<file path="src/hdl/assert_macros.svh">
// ----------------------------------------------------------------------------
// assert_macros.svh
// Concurrent assertion helpers, compiled out for synthesis.
// ----------------------------------------------------------------------------
`ifndef ASSERT_MACROS_SVH
`define ASSERT_MACROS_SVH

`ifndef SYNTHESIS
// property checked on every rising edge outside reset
`define ASSERT_CLK(label, clk, rst_n, prop) \
	label: assert property (@(posedge clk) disable iff (!(rst_n)) (prop)) \
		else $error("assertion failed");
// implication checked on every rising edge outside reset
`define ASSERT_IMPL(label, clk, rst_n, ante, cons) \
	label: assert property (@(posedge clk) disable iff (!(rst_n)) (ante) |-> (cons)) \
		else $error("implication failed");
`else
`define ASSERT_CLK(label, clk, rst_n, prop)
`define ASSERT_IMPL(label, clk, rst_n, ante, cons)
`endif

`endif

</file>
<file path="src/hdl/atd_div.sv">
// ----------------------------------------------------------------------------
// atd_div
// Restoring unsigned divider, one quotient bit per cycle.
// ----------------------------------------------------------------------------
module atd_div #(
	parameter int NW = 48,
	parameter int DW = 33
) (
	input  logic          clk,
	input  logic          arst_n,
	input  logic          start,
	input  logic [NW-1:0] num,
	input  logic [DW-1:0] den,
	output logic          done,
	output logic [NW-1:0] quot
);
	localparam int CW = $clog2(NW + 1);

	logic [NW-1:0] num_q;
	logic [DW-1:0] rem_q;
	logic [DW-1:0] den_q;
	logic [CW-1:0] cnt_q;
	logic          busy_q;
	logic          done_q;
	logic [DW:0]   r;
	logic          ge;

	assign r  = {rem_q, num_q[NW-1]};
	assign ge = (r >= {1'b0, den_q});

	always_ff @(posedge clk or negedge arst_n) begin
		if (!arst_n) begin
			busy_q <= 1'b0;
			done_q <= 1'b0;
			cnt_q  <= '0;
		end else begin
			done_q <= 1'b0;
			if (start) begin
				busy_q <= 1'b1;
				cnt_q  <= '0;
			end else if (busy_q) begin
				if (cnt_q == CW'(NW - 1)) begin
					busy_q <= 1'b0;
					done_q <= 1'b1;
				end
				cnt_q <= cnt_q + 1'b1;
			end
		end
	end

	always_ff @(posedge clk) begin
		if (start) begin
			num_q <= num;
			rem_q <= '0;
			den_q <= den;
		end else if (busy_q) begin
			rem_q <= ge ? DW'(r - {1'b0, den_q}) : DW'(r);
			num_q <= {num_q[NW-2:0], ge};
		end
	end

	assign done = done_q;
	assign quot = num_q;

endmodule

</file>
<file path="config.mk">
export PLATFORM = sky130hd
export DESIGN_NAME = atd_div
export DESIGN_NICKNAME = d
export VERILOG_FILES = /design/src/hdl/assert_macros.svh /design/src/hdl/atd_div.sv
export SDC_FILE = /design/constraint.sdc
export NUM_CORES = 1
export LEC_CHECK = 0
export CAP_MARGIN = 15
export CORE_MARGIN = 1
export CORE_UTILIZATION = 34
export DETAILED_ROUTE_END_ITERATION = 16
export DONT_BUFFER_PORTS = 1
export PLACE_DENSITY_LB_ADDON = 0.3
export SLEW_MARGIN = 30
export SYNTH_ARGS = -nofsm -noshare
export SYNTH_HDL_FRONTEND = slang
export SYNTH_SLANG_ARGS = --single-unit
</file>
<file path="constraint.sdc">
create_clock -name clk -period 3.98 [get_ports clk]
set_input_delay 0.398 -clock clk [delete_from_list [all_inputs] [get_ports clk]]
set_output_delay 0.398 -clock clk [all_outputs]
set_load 0.05 [all_outputs]
</file>
# == After elaboration in Yosys (flattened, before gate mapping) ==
# Cells that the tools add are included.
# totals
ff_bits,122
in_bits,84
out_inout_bits,49
word_cells,22
# op_classes
n_mux,11
add_sub_neg,2
magnitude_cmp,1
eq_ne,1
reduce_logical,1
# ops
cell,n
$mux W48,2
$ge A34 B33 Y1,1
$mux W33,1
$sub A33 B33 Y33,1
$mux W6,2
$add A6 B1 Y6 const B,1
$eq A6 B6 Y1 const B,1
$mux W1,6
$reduce_bool A2 Y1,1

# == Longest topological paths before layout ==
# logic_depth
depth_word,4
ltp_mapped,14
mapped_depth_nobuf,12

# == Least setup slack after synthesis ==
# Ideal clock, no wire load.
# synth_path
path_kind,flip-flop to flip-flop
startpoint,reg num_q[47] (netlist: quot[47])
endpoint,reg num_q[0] (netlist: quot[0]) (data pin)
t_required_ns,3.720
arrival_ns,3.002
n_path_buf,2
path_stages_with_launch,14
setup_slack_ns,0.718
setup_time_ns,0.260
cell_sequence,edfxtp_1 -> inv_1 -> ha_1 -> inv_1 -> fa_1 -> a21oi_1 -> o211ai_1 -> a22oi_2 -> a21o_2 -> a2111oi_4 -> or3_1 -> buf_6 -> buf_6 -> mux2_2
# synth_via
elab_chain_cells,3
# synth_rtl
item,line_no,text
start: declaration,atd_div.sv:19,logic [NW-1:0] num_q;
start signal: assignment,atd_div.sv:53,num_q <= num;
start signal: assignment,atd_div.sv:58,"num_q <= {num_q[NW-2:0], ge};"
$ge A34 B33 Y1,atd_div.sv:29,"assign ge = (r >= {1'b0, den_q});"
$mux W48,atd_div.sv:56,end else if (busy_q) begin
$mux W48,atd_div.sv:52,if (start) begin
# Every way passes these cells. The select of a mux whose other input is x is not followed.
# A chain may end at the register's enable or synchronous reset.

# == Final worst setup path ==
# layout_path
startpoint,reg num_q[47] (netlist: quot[47])
endpoint,reg rem_q[8]
# layout_via
elab_chain_cells,2
word_cells_on_any_way,3
cone_classes,add/sub: 1; order compare: 1; mux: 1
# layout_rtl
item,line_no,text
$sub A33 B33 Y33 / $ge A34 B33 Y1 (equally long branches),"atd_div.sv:57, atd_div.sv:29",
$mux W33 *,atd_div.sv:57,"rem_q <= ge ? DW'(r - {1'b0, den_q}) : DW'(r);"
end signal: assignment,atd_div.sv:57,
end: declaration,atd_div.sv:20,logic [DW-1:0] rem_q;
# Mark *: on every way between the ends. The rest lies on a longest branch, timed or not.

==> results by group <==
Worst setup path
  – Crit path DAT: 3640 ps
  – CP Launch Type: flip-flop
  – Cell mode on critical path: inv_1
  – Cells along the critical path: inv_1, ha_1, inv_1, fa_1, a21oi_1, o211ai_1, a22oi_2, a21o_2, a2111oi_4, or3_1, buf_4, mux2_1, a22o_1
  – Worst EP required: 4290 ps
  – Worst path top cell family by delay: compound AO/OA/AOI/OAI gates
  – Critical path's slowest cell: fa_1
  – Setup crit end kind: flip-flop
  – CP Buf/Inv Count: 3
  – Slowest stage delay, CP: 420 ps
  – Crit Path Max Fanout: 13
  – Crit path kind: reg -> reg

Floorplanning
  – Die width: 146 microns
  – Num rows: 52
  – Starting Density: 34.73%
  – Die ar.: 21320 sq um
  – Core Area: 20300 sq um
  – Die height: 146 microns
  – Io pins: 133

Synthesis
  – Post-Syn Instances: 664
  – Sequential area share after synthesis: 46.71%
  – Yosys warns: 0
  – Post-synthesis instance area: 7051 sq um
  – Async SR Flop Fraction: 6.557%
  – Net Count, Synth: 783
  – Top_reg_cell synth: edfxtp_1
  – Ranking of synthesized cells by area: edfxtp_1 (34%), dfxtp_1 (9.4%), mux2_2 (7.7%)
  – Post-synth top area share: 34.50%
  – Yosys cell types: 66
  – Area leader, netlist: edfxtp_1
  – Count leader, synth: edfxtp_1
  – Number of synthesized flops with an enable pin: 81
  – Top post-synthesis cells by count: edfxtp_1 (81), nand2_1 (64), inv_1 (49)
  – Synth Area per Inst: 10.62 sq um
  – Flops & latches, synth: 122

Detailed routing
  – TritonRoute pass-1 iters: 5
  – Initial DRC count: 312
  – Avg WL per Cell: 18.71 microns
  – DR vias: 5076
  – DRT Wirelength: 17640 microns
  – DRC: 0
  – Final ANT Viol Nets: 0
  – Detailed-route vias per instance: 5.383

STA
  – Min Hold Slack: 66.27 ps
  – RSZ-0062 raised after global routing: no
  – Max Slew Vio Count: 0
  – Clock skew: 14.15 ps
  – Peak Freq: 300.6 MHz
  – Fin. Hold Viols: 0
  – Worst slew margin: 62.25%
  – Min cycle time layout: 3326 ps
  – Worst Tran Pin Value: 551.9 ps
  – Setup TNS: 0 ps
  – Tcrit/Tclk final: 83.57%
  – Setup-violating endpoint count in the final report: 0

Power and ir drop
  – Sequential power share: 39.2%
  – Net Switching: 1.779 mW
  – Power Density: 604.3 nW/um^2
  – Int Power: 2.983 mW
  – Worst IR Drop VDD: 0.0003305 V
  – Gate power share: 29.2%
  – Sw Share: 37.36%
  – Leak Pwr: 3.134 nW
  – Part of the power in the clock network: 31.5%

CTS
  – Clk_lat worst skew: 420 ps
  – Post-CTS Setup Inserts: 0
  – CTS tree: built
  – Clock buffer depth: 2
  – Number of buffers created by CTS: 17
  – Clock slew at reported path FFs: 60 ps
  – Root Driver: clkbuf_16
  – H-tree levels: 4
  – Hold_buf cts: 1
  – Post_cts resized: 0
  – Clock sink count: 122

Run status
  – Outcome: completed

Cells and area
  – Util after Layout: 38.82%
  – Footprint of the multi-input gates: 3417 sq um
  – Layout Nets: 779
  – Number of antenna diodes: 0
  – # fillers: 2007
  – Area grow syn2layout: 11.77%
  – Seq. cell area: 3293 sq um
  – Fraction of layout cells with a size suffix above 1: 18.42%

Global route
  – Vias in the first global route: 5224
  – First-pass GRT wire length: 28090 microns
  – Total GRT Usage: 17.09%
  – Largest net degree at the start of global routing: 111
  – Initial antenna violation count: 0
  – GRT overflow: 0

Place
  – Gp weighted congestion: 0.8518
  – DP HPWL: 12360 microns
  – I/O Buffers: 0

Job
  – Max-Cap Viols: 0

Worst hold path
  – Hold Path Class: in -> reg
==> cell type report <==
class                           instances  share of cell area, %
Clock inverter                         14                  1.794
Tap cell                              270                  4.287
Clock buffer                           18                  5.446
Timing Repair Buffer                   10                 0.9844
Multi-Input combinational cell        460                  43.36
Sequential cell                       122                  41.79
Inverter                               49                  2.334
==> power by group through the flow <==
| stage | registers (mW) | clock network, mW | logic (mW) |
|---|---|---|---|
| after floorplan | 1.85 | 0 | 1.12 |
| after global placement | 1.89 | 0 | 1.36 |
| after detailed placement | 1.89 | 0 | 1.38 |
| after CTS | 1.87 | 1.54 | 1.39 |
| after global routing | 1.89 | 1.59 | 1.55 |
| final | 1.87 | 1.50 | 1.39 |
==> layout by cell type (no fill, tap or decap), types with 4 or more instances in the layout <==
cell type	instances
a32oi_1	9
nand2_2	6
mux2_2	48
nand4_1	11
o21ai_0	15
or3_1	8
o21ai_1	15
nand3_2	5
clkinv_4	5
a311oi_2	17
dfrtp_1	8
nor2b_1	4
nor3_1	6
a211oi_1	7
edfxtp_1	81
clkbuf_16	17
dfxtp_1	33
a31oi_1	5
o211ai_1	6
xnor2_1	13
nand3_1	11
nor2_1	43
ha_1	34
a21oi_1	31
buf_4	9
nand2_1	64
o31ai_1	4
a21o_1	22
xor2_1	13
and2_1	5
and3_1	5
o21a_1	5
inv_1	48
o21bai_1	4
==> stage by stage <==
step                power [mW]  cells  worst slack [ps]  area [sq um]
floorplan                2.967    664             718.2          7051
global placement         3.248    910             795.8          7300
detailed placement       3.267    910             723.2          7300
CTS                      4.804    943             663.6          7880
global route             5.026    943             471.0          7880
finish                   4.762    943             653.8          7880
==> state kept, by name, indices dropped and copies added (netlist names) <==
| register | cells |
|---|---|
| rem_q | 33 |
| busy_q | 1 |
| cnt_q | 6 |
| done | 1 |
| den_q | 33 |
| quot | 48 |
==> final timing paths <==
check / depth (start not counted) / slack, ps / from / to
max: 13 / 650 / quot[47]$_DFFE_PP_ / rem_q[8]$_SDFFE_PP0P_
max reg2reg: 13 / 650 / quot[47]$_DFFE_PP_ / rem_q[8]$_SDFFE_PP0P_
max in group asynchronous: 1 / 3350 / arst_n / busy_q$_DFF_PN0_
min reg2reg: 2 / 490 / rem_q[22]$_SDFFE_PP0P_ / rem_q[22]$_SDFFE_PP0P_
min in group asynchronous: 1 / 350 / arst_n / done$_DFF_PN0_
min: 0 / 70 / den[19] / den_q[19]$_DFFE_PP_
==> routing by layer <==
| layer | wire [microns] | vias up | track usage [%] | share of wire (%) |
|---|---|---|---|---|
| met1 | 7916 | 2409 | 21.36 | 45 |
| met3 | 1292 | 14 | 5.361 | 7.3 |
| met2 | 8147 | 196 | 27.66 | 46 |
| met5 | 0 | - | 0 | 0 |
| met4 | 285 | 0 | 6.302 | 1.6 |
| li1 | - | 2457 | - | - |
==> logic make-up (layout without fill, tap and decap cells) <==
group / after synthesis / after routing / share of synthesized area [%]
AND/OR/NAND/NOR: 182 / 182 / 12.46
AO/OA/AOI/OAI: 164 / 164 / 17.96
flip-flops: 122 / 122 / 46.71
buffers and inverters: 82 / 91 / 4.898
multiplexers: 53 / 53 / 8.429
adder cells (fa/ha/maj): 35 / 35 / 6.318
XOR/XNOR: 26 / 26 / 3.230
(Power assumes the default switching activity.)
