## src/hdl/assert_macros.svh

```systemverilog
// ----------------------------------------------------------------------------
// assert_macros.svh
// Concurrent assertion helpers, compiled out for synthesis.
// ----------------------------------------------------------------------------
`ifndef ASSERT_MACROS_SVH
`define ASSERT_MACROS_SVH

`ifndef SYNTHESIS
// property checked on every rising edge outside reset
`define ASSERT_CLK(label, clk, rst_n, prop) \
	label: assert property (@(posedge clk) disable iff (!(rst_n)) (prop)) \
		else $error("assertion failed");
// implication checked on every rising edge outside reset
`define ASSERT_IMPL(label, clk, rst_n, ante, cons) \
	label: assert property (@(posedge clk) disable iff (!(rst_n)) (ante) |-> (cons)) \
		else $error("implication failed");
`else
`define ASSERT_CLK(label, clk, rst_n, prop)
`define ASSERT_IMPL(label, clk, rst_n, ante, cons)
`endif

`endif

```

## src/hdl/atd_sqrt.sv

```systemverilog
// ----------------------------------------------------------------------------
// atd_sqrt
// Bit-serial integer square root, two radicand bits per cycle, rounded.
// ----------------------------------------------------------------------------
module atd_sqrt #(
	parameter int W = 64
) (
	input  logic           clk,
	input  logic           arst_n,
	input  logic           start,
	input  logic [W-1:0]   rad,
	output logic           done,
	output logic [W/2:0]   root
);
	localparam int HW = W / 2;
	localparam int CW = $clog2(HW + 1);

	logic [W-1:0]  rad_q;
	logic [HW:0]   rem_q;
	logic [HW-1:0] root_q;
	logic [CW-1:0] cnt_q;
	logic          busy_q;
	logic          done_q;
	logic [HW+2:0] r;
	logic [HW+2:0] trial;
	logic          ge;

	assign r     = {rem_q, rad_q[W-1:W-2]};
	assign trial = {1'b0, root_q, 2'b01};
	assign ge    = (r >= trial);

	always_ff @(posedge clk or negedge arst_n) begin
		if (!arst_n) begin
			busy_q <= 1'b0;
			done_q <= 1'b0;
			cnt_q  <= '0;
		end else begin
			done_q <= 1'b0;
			if (start) begin
				busy_q <= 1'b1;
				cnt_q  <= '0;
			end else if (busy_q) begin
				if (cnt_q == CW'(HW - 1)) begin
					busy_q <= 1'b0;
					done_q <= 1'b1;
				end
				cnt_q <= cnt_q + 1'b1;
			end
		end
	end

	always_ff @(posedge clk) begin
		if (start) begin
			rad_q  <= rad;
			rem_q  <= '0;
			root_q <= '0;
		end else if (busy_q) begin
			rad_q  <= {rad_q[W-3:0], 2'b00};
			rem_q  <= ge ? (HW+1)'(r - trial) : (HW+1)'(r);
			root_q <= {root_q[HW-2:0], ge};
		end
	end

	// round to nearest: remainder above root means the next integer is closer
	assign done = done_q;
	assign root = (rem_q > {1'b0, root_q}) ? ({1'b0, root_q} + 1'b1) : {1'b0, root_q};

endmodule

```

## config.mk

```make
export PLATFORM = sky130hd
export DESIGN_NAME = atd_sqrt
export DESIGN_NICKNAME = d
export VERILOG_FILES = /design/src/hdl/assert_macros.svh /design/src/hdl/atd_sqrt.sv
export SDC_FILE = /design/constraint.sdc
export NUM_CORES = 1
export LEC_CHECK = 0
export BUFFER_PORTS_ARGS = -buffer_cell sky130_fd_sc_hd__buf_2
export CAP_MARGIN = 15
export CORE_ASPECT_RATIO = 1.4
export CORE_MARGIN = 8
export CORE_UTILIZATION = 30
export DETAILED_ROUTE_END_ITERATION = 16
export PLACE_DENSITY = 0.5
export SYNTH_ARGS = -nofsm -noshare
export SYNTH_HDL_FRONTEND = slang
export SYNTH_SLANG_ARGS = --single-unit
```

## constraint.sdc

```tcl
create_clock -name clk -period 2.98 [get_ports clk]
set_clock_uncertainty 0.2 [all_clocks]
set_input_delay 0.149 -clock clk [delete_from_list [all_inputs] [get_ports clk]]
set_output_delay 0.149 -clock clk [all_outputs]
set_load 0.05 [all_outputs]
```

# == After elaboration in Yosys (flattened, before gate mapping) ==
# Index checks and enable logic that the tools add are counted.
# totals
reg_bits,137
# op_classes
add_sub_neg,3
magnitude_cmp,2
muxes,12
eq_ne,1
reduce_logical,1
# op_table
op,n
64-bit two-way mux,2
33-bit two-way mux,2
35-bit by 34-bit greater-or-equal comparator with 1-bit output,1
32-bit by 1-bit adder with 33-bit output (second input constant),1
33-bit by 32-bit greater-than comparator with 1-bit output,1
33-bit subtractor,1
6-bit two-way mux,2
6-bit by 1-bit adder with 6-bit output (second input constant),1
6-bit by 5-bit equality test with 1-bit output (second input constant),1
1-bit two-way mux,6
2-bit nonzero test,1

# == Depth between registers and ports, before layout ==
# depth
depth_word,4
mapped_depth,14

# == Worst setup path before layout ==
# No wires, ideal clock.
# synth_path
path_kind,flip-flop to output port
startpoint,reg root_q[16]
endpoint,out root[32]
stages_incl_launch_ff,12
t_required_ns,2.631
path_buffers,1
t_arrival_ns,3.546
setup_slack_ns,-0.915
path_cell_list,dfxtp_1 > inv_1 > ha_1 > buf_4 > nand4_1 > or3_4 > nor2_4 > nand4_1 > or3_1 > a21o_4 > nor3_1 > nor3b_1
# synth_between
elab_chain_len,2
elab_cells_between_ends,3
cone_classes,add/sub (1); order compare (1); mux (1)
# synth_rtl
item,line_no,source
from (decl),atd_sqrt.sv:20,logic [HW-1:0] root_q;
from (signal assigned),atd_sqrt.sv:60,"root_q <= {root_q[HW-2:0], ge};"
32-bit by 1-bit adder with 33-bit output or 33-bit by 32-bit greater-than comparator with 1-bit output (tied branches),atd_sqrt.sv:66,"assign root = (rem_q > {1'b0, root_q}) ? ({1'b0, root_q} + 1'b1) : {1'b0, root_q};"
33-bit two-way mux *,atd_sqrt.sv:66,
to (decl),atd_sqrt.sv:13,output logic [W/2:0] root
# Every way passes the cells marked *; elsewhere a longest branch is shown, timed or not.

# == Worst setup path in the final report ==
# layout_path
startpoint,reg root_q[14]
endpoint,out root[15]
# The elaborated chain is that of the path after synthesis.

==> results by group <==
Cells and area
  – Final net count: 1317
  – Relative area change from synthesis to final layout: 58.3%
  – Ant. Diodes: 0
  – Fraction of layout cells with a size suffix above 1: 0.440
  – Final Instance Area: 13400 sq um
  – Share of the core filled with cells in the final layout: 0.484

Clock tree
  – Max clock buf depth: 2
  – Clock network latency to the later pin of the worst-skew pair: 0.43 ns
  – Clock-pin slew on the worst setup and hold paths: 0.06 ns
  – Clock sink count: 137
  – Depth of the CTS H-tree: 4
  – TritonCTS clock tree: built
  – Cell at the root of the clock tree: sky130_fd_sc_hd__clkbuf_16
  – Number of buffers added by the clock tree synthesis step: 17

Critical path
  – Critical Path Source: root_q[14]
  – Crit path max fanout: 13
  – Register-to-register setup slack: -0.14 ns
  – Setup CP Type: register to output pin
  – List of cells traversed by the critical path: inv_4 > ha_4 > nand4_1 > or3_4 > nor2_4 > nand4_1 > or3_1 > a21o_4 > buf_12 > nor4_4 > xnor2_2 > buf_6
  – Worst Path Arrival: 3.30 ns
  – Critical Path Slowest Stage Cell: sky130_fd_sc_hd__or3_4
  – Element type at the critical path end: output pin
  – Critical path capture point: root[15]
  – Most numerous cell on the critical path: sky130_fd_sc_hd__nand4_1
  – CP Launch Type: register
  – Capture point of the worst reg-to-reg path: rem_q[17]
  – Critical path's largest stage delay: 0.42 ns
  – Startpoint of the worst register-to-register path: root_q[14]
  – Number of cells on the worst reg-to-reg path: 13
  – Required time reported for the critical path endpoint: 2.63 ns

Placement
  – IO Port Bufs: 100
  – Placer congestion estimate: 0.839
  – Placement-stage worst setup slack: -0.379 ns
  – Area after detailed placement: 11500 sq um
  – Post-DP HPWL: 19100 um

STA
  – Maximum clock rate: 274 MHz
  – Unrepaired setup endpoints after global routing: yes
  – Final max-slew violation count: 0
  – Headroom to the max-slew limit: 0.571
  – # setup viols final: 46
  – Endpoints failing hold: 0
  – PnR worst setup slack: -0.665 ns
  – Final critical delay including setup and external delays: 3.64 ns
  – Fin crit share: 1.22
  – Measured slew at the worst slew-check pin: 0.643 ns
  – Hold Worst Slack: 0.290 ns

GRT
  – Total routing resource utilization after global routing: 0.156
  – Total overflow reported by the global router: 0
  – Number of antenna violations at the first check in global routing: 0
  – Wire length of the first global-routing pass: 41800 um
  – Vias in the first global route: 8097
  – Pin count of the biggest net entering global routing: 55

Route
  – Detailed-route vias per instance: 4.73
  – Top routing layer in use: met4
  – Detailed-routing iteration count for the pre-antenna-repair pass: 4
  – # DRC: 0
  – Antenna violation net count after detailed routing: 0
  – Detailed-routed wire length on met2: 14100 um
  – Via count of the routed design: 7552
  – Met3 WL: 993 um
  – Iter 0 DRT Violations: 253
  – Drt wl/cell: 16.3 um
  – Routed length on met1: 10400 um
  – Wirelength, routed: 26000 um

Floorplanning
  – Initial core utilization: 0.306
  – Placeable core region: 27700 sq um
  – Height of the chip: 215 um
  – Horizontal extent of the die: 158 um
  – Floorplan row count: 72
  – Die footprint: 33900 sq um
  – Number of I/O pins: 101

Pwr
  – Worst VDD drop: 594 uV
  – Leakage power figure: 5.88 nW
  – Final Total Pwr: 11.6 mW
  – Ratio of total power to cell area: 869 nW/um^2

Logic synthesis
  – Total nets after synthesis: 963
  – Proportion of register bits with asynchronous set or reset after synthesis: 0.0584
  – Post-synthesis cell count: 859
  – Top_reg_cell synth: sky130_fd_sc_hd__dfxtp_1
  – Sequential-to-total area share from yosys stat: 0.405
  – Total of warnings raised by yosys: 0
  – Post-synth EDFFs: 64
  – Distinct cell type count of the synthesized netlist: 65
  – Count of state elements after synthesis: 137
  – Area of the mapped netlist: 8450 sq um
  – Post-synthesis area per instance: 9.84 sq um

Job
  – Count of max-cap constraint violations: 0

Outcome
  – Outcome: finished, violations left
  – Failing checks: setup timing

Worst hold path
  – Worst min-delay path class: register to register
  – Cell depth of the worst hold path: 2
worst max-delay path: cells and delay by family, from the launching register on:
family	cells	cell delay [ns]
AOI/OAI and AO/OA	1	0.30
buffers and inverters	3	0.40
adders and majority gates	1	0.25
and+or+nand+nor	6	1.38
DFF	1	0.35
xor gates and xnor gates	1	0.15
worst min path at each step:
stage	start	end	slack [ns]
floorplan	arst_n	busy_q	-0.35
global placement	arst_n	done	-0.19
detailed placement	arst_n	done	-0.19
CTS	rem_q[31]	rem_q[31]	0.30
global route	rem_q[24]	rem_q[24]	0.32
finish	rem_q[24]	rem_q[24]	0.29
cell families (layout without fill, tap and decap cells):
group	Yosys count	in the layout	share of synthesized area
mux	115	115	0.146
fa+ha+maj	37	37	0.0548
flops	137	137	0.405
xor+xnor	62	62	0.0642
buf+inv	93	460	0.0474
simple gates	261	261	0.164
compound gates	154	154	0.119
state kept, by name, summed over array words and instances (netlist names):
register  flops
busy_q        1
cnt_q         6
rad_q        64
root_q       32
rem_q        33
done          1
cells in the final DEF, fill, tap and decap left out, types with 23 or more instances in the layout:
master	instances
sky130_fd_sc_hd__buf_4	205
sky130_fd_sc_hd__nor2_1	84
sky130_fd_sc_hd__dlygate4sd3_1	67
sky130_fd_sc_hd__buf_2	66
sky130_fd_sc_hd__edfxtp_1	64
sky130_fd_sc_hd__mux2_2	63
sky130_fd_sc_hd__dfxtp_1	61
sky130_fd_sc_hd__nand2_1	55
sky130_fd_sc_hd__mux2i_1	51
sky130_fd_sc_hd__inv_1	37
sky130_fd_sc_hd__buf_6	33
sky130_fd_sc_hd__a21oi_1	29
sky130_fd_sc_hd__o21ai_0	25
sky130_fd_sc_hd__ha_1	23
what timing repair did:
action / in CTS / in global routing
endpoints found under the hold margin: 83 / 0
setup endpoints to repair: 39 / 66
pin swaps: 24 / 33
buffers inserted: 7 / 5
hold buffers: 67 / 0
resized for setup: 75 / 61
cloned: 1 / 1
synthesized netlist by cell type, types with 7 or more instances:
library cell	instances	area, sq um
sky130_fd_sc_hd__mux2i_1	52	521
sky130_fd_sc_hd__nor2b_1	7	43.8
sky130_fd_sc_hd__nor4_4	7	149
sky130_fd_sc_hd__nand2_1	57	214
sky130_fd_sc_hd__nand4_1	16	100
sky130_fd_sc_hd__o21a_1	7	52.6
sky130_fd_sc_hd__xor2_1	12	105
sky130_fd_sc_hd__a211oi_1	14	105
sky130_fd_sc_hd__nor3_1	19	95.1
sky130_fd_sc_hd__a21oi_1	37	185
sky130_fd_sc_hd__inv_1	45	169
sky130_fd_sc_hd__clkbuf_1	26	97.6
sky130_fd_sc_hd__nor4_1	9	56.3
sky130_fd_sc_hd__nand3_1	18	90.1
sky130_fd_sc_hd__ha_1	37	463
sky130_fd_sc_hd__edfxtp_1	64	1920
sky130_fd_sc_hd__and3_1	7	43.8
sky130_fd_sc_hd__o31ai_1	9	67.6
sky130_fd_sc_hd__nor2_1	89	334
sky130_fd_sc_hd__xnor2_1	50	438
sky130_fd_sc_hd__dfrtp_1	8	200
sky130_fd_sc_hd__dfxtp_1	65	1300
sky130_fd_sc_hd__mux2_2	63	709
sky130_fd_sc_hd__o21ai_0	36	180
sky130_fd_sc_hd__buf_1	10	37.5
per-stage QoR:
stage / setup TNS, ns / cells
global placement: -8.28 / 1484
detailed placement: -9.85 / 1484
CTS: -21.41 / 1590
finish: -20.07 / 1596
floorplan: -2.84 / 859
global route: -26.65 / 1596
area by class of cell:
class	count	area (sq um)
Clock buffer	20	437
Timing Repair Buffer	383	3160
Clock inverter	12	78.8
Inverter	45	171
Sequential cell	137	3430
Tap cell	370	463
Multi-Input combinational cell	629	5630
Fill cell	2574	14300
per-layer routing:
metal | vias to the layer above | GRT usage
li1 | 3826 | -
met1 | 3583 | 0.169
met2 | 112 | 0.285
met3 | 31 | 0.0391
met4 | 0 | 0.0525
met5 | - | 0
power by group:
group          internal (mW)  switching [mW]
sequential              2.26           0.159
combinational           3.69            3.63
clock                   1.06           0.841
total                   7.00            4.63
No activity file was read; power rests on OpenSTA's default activity.
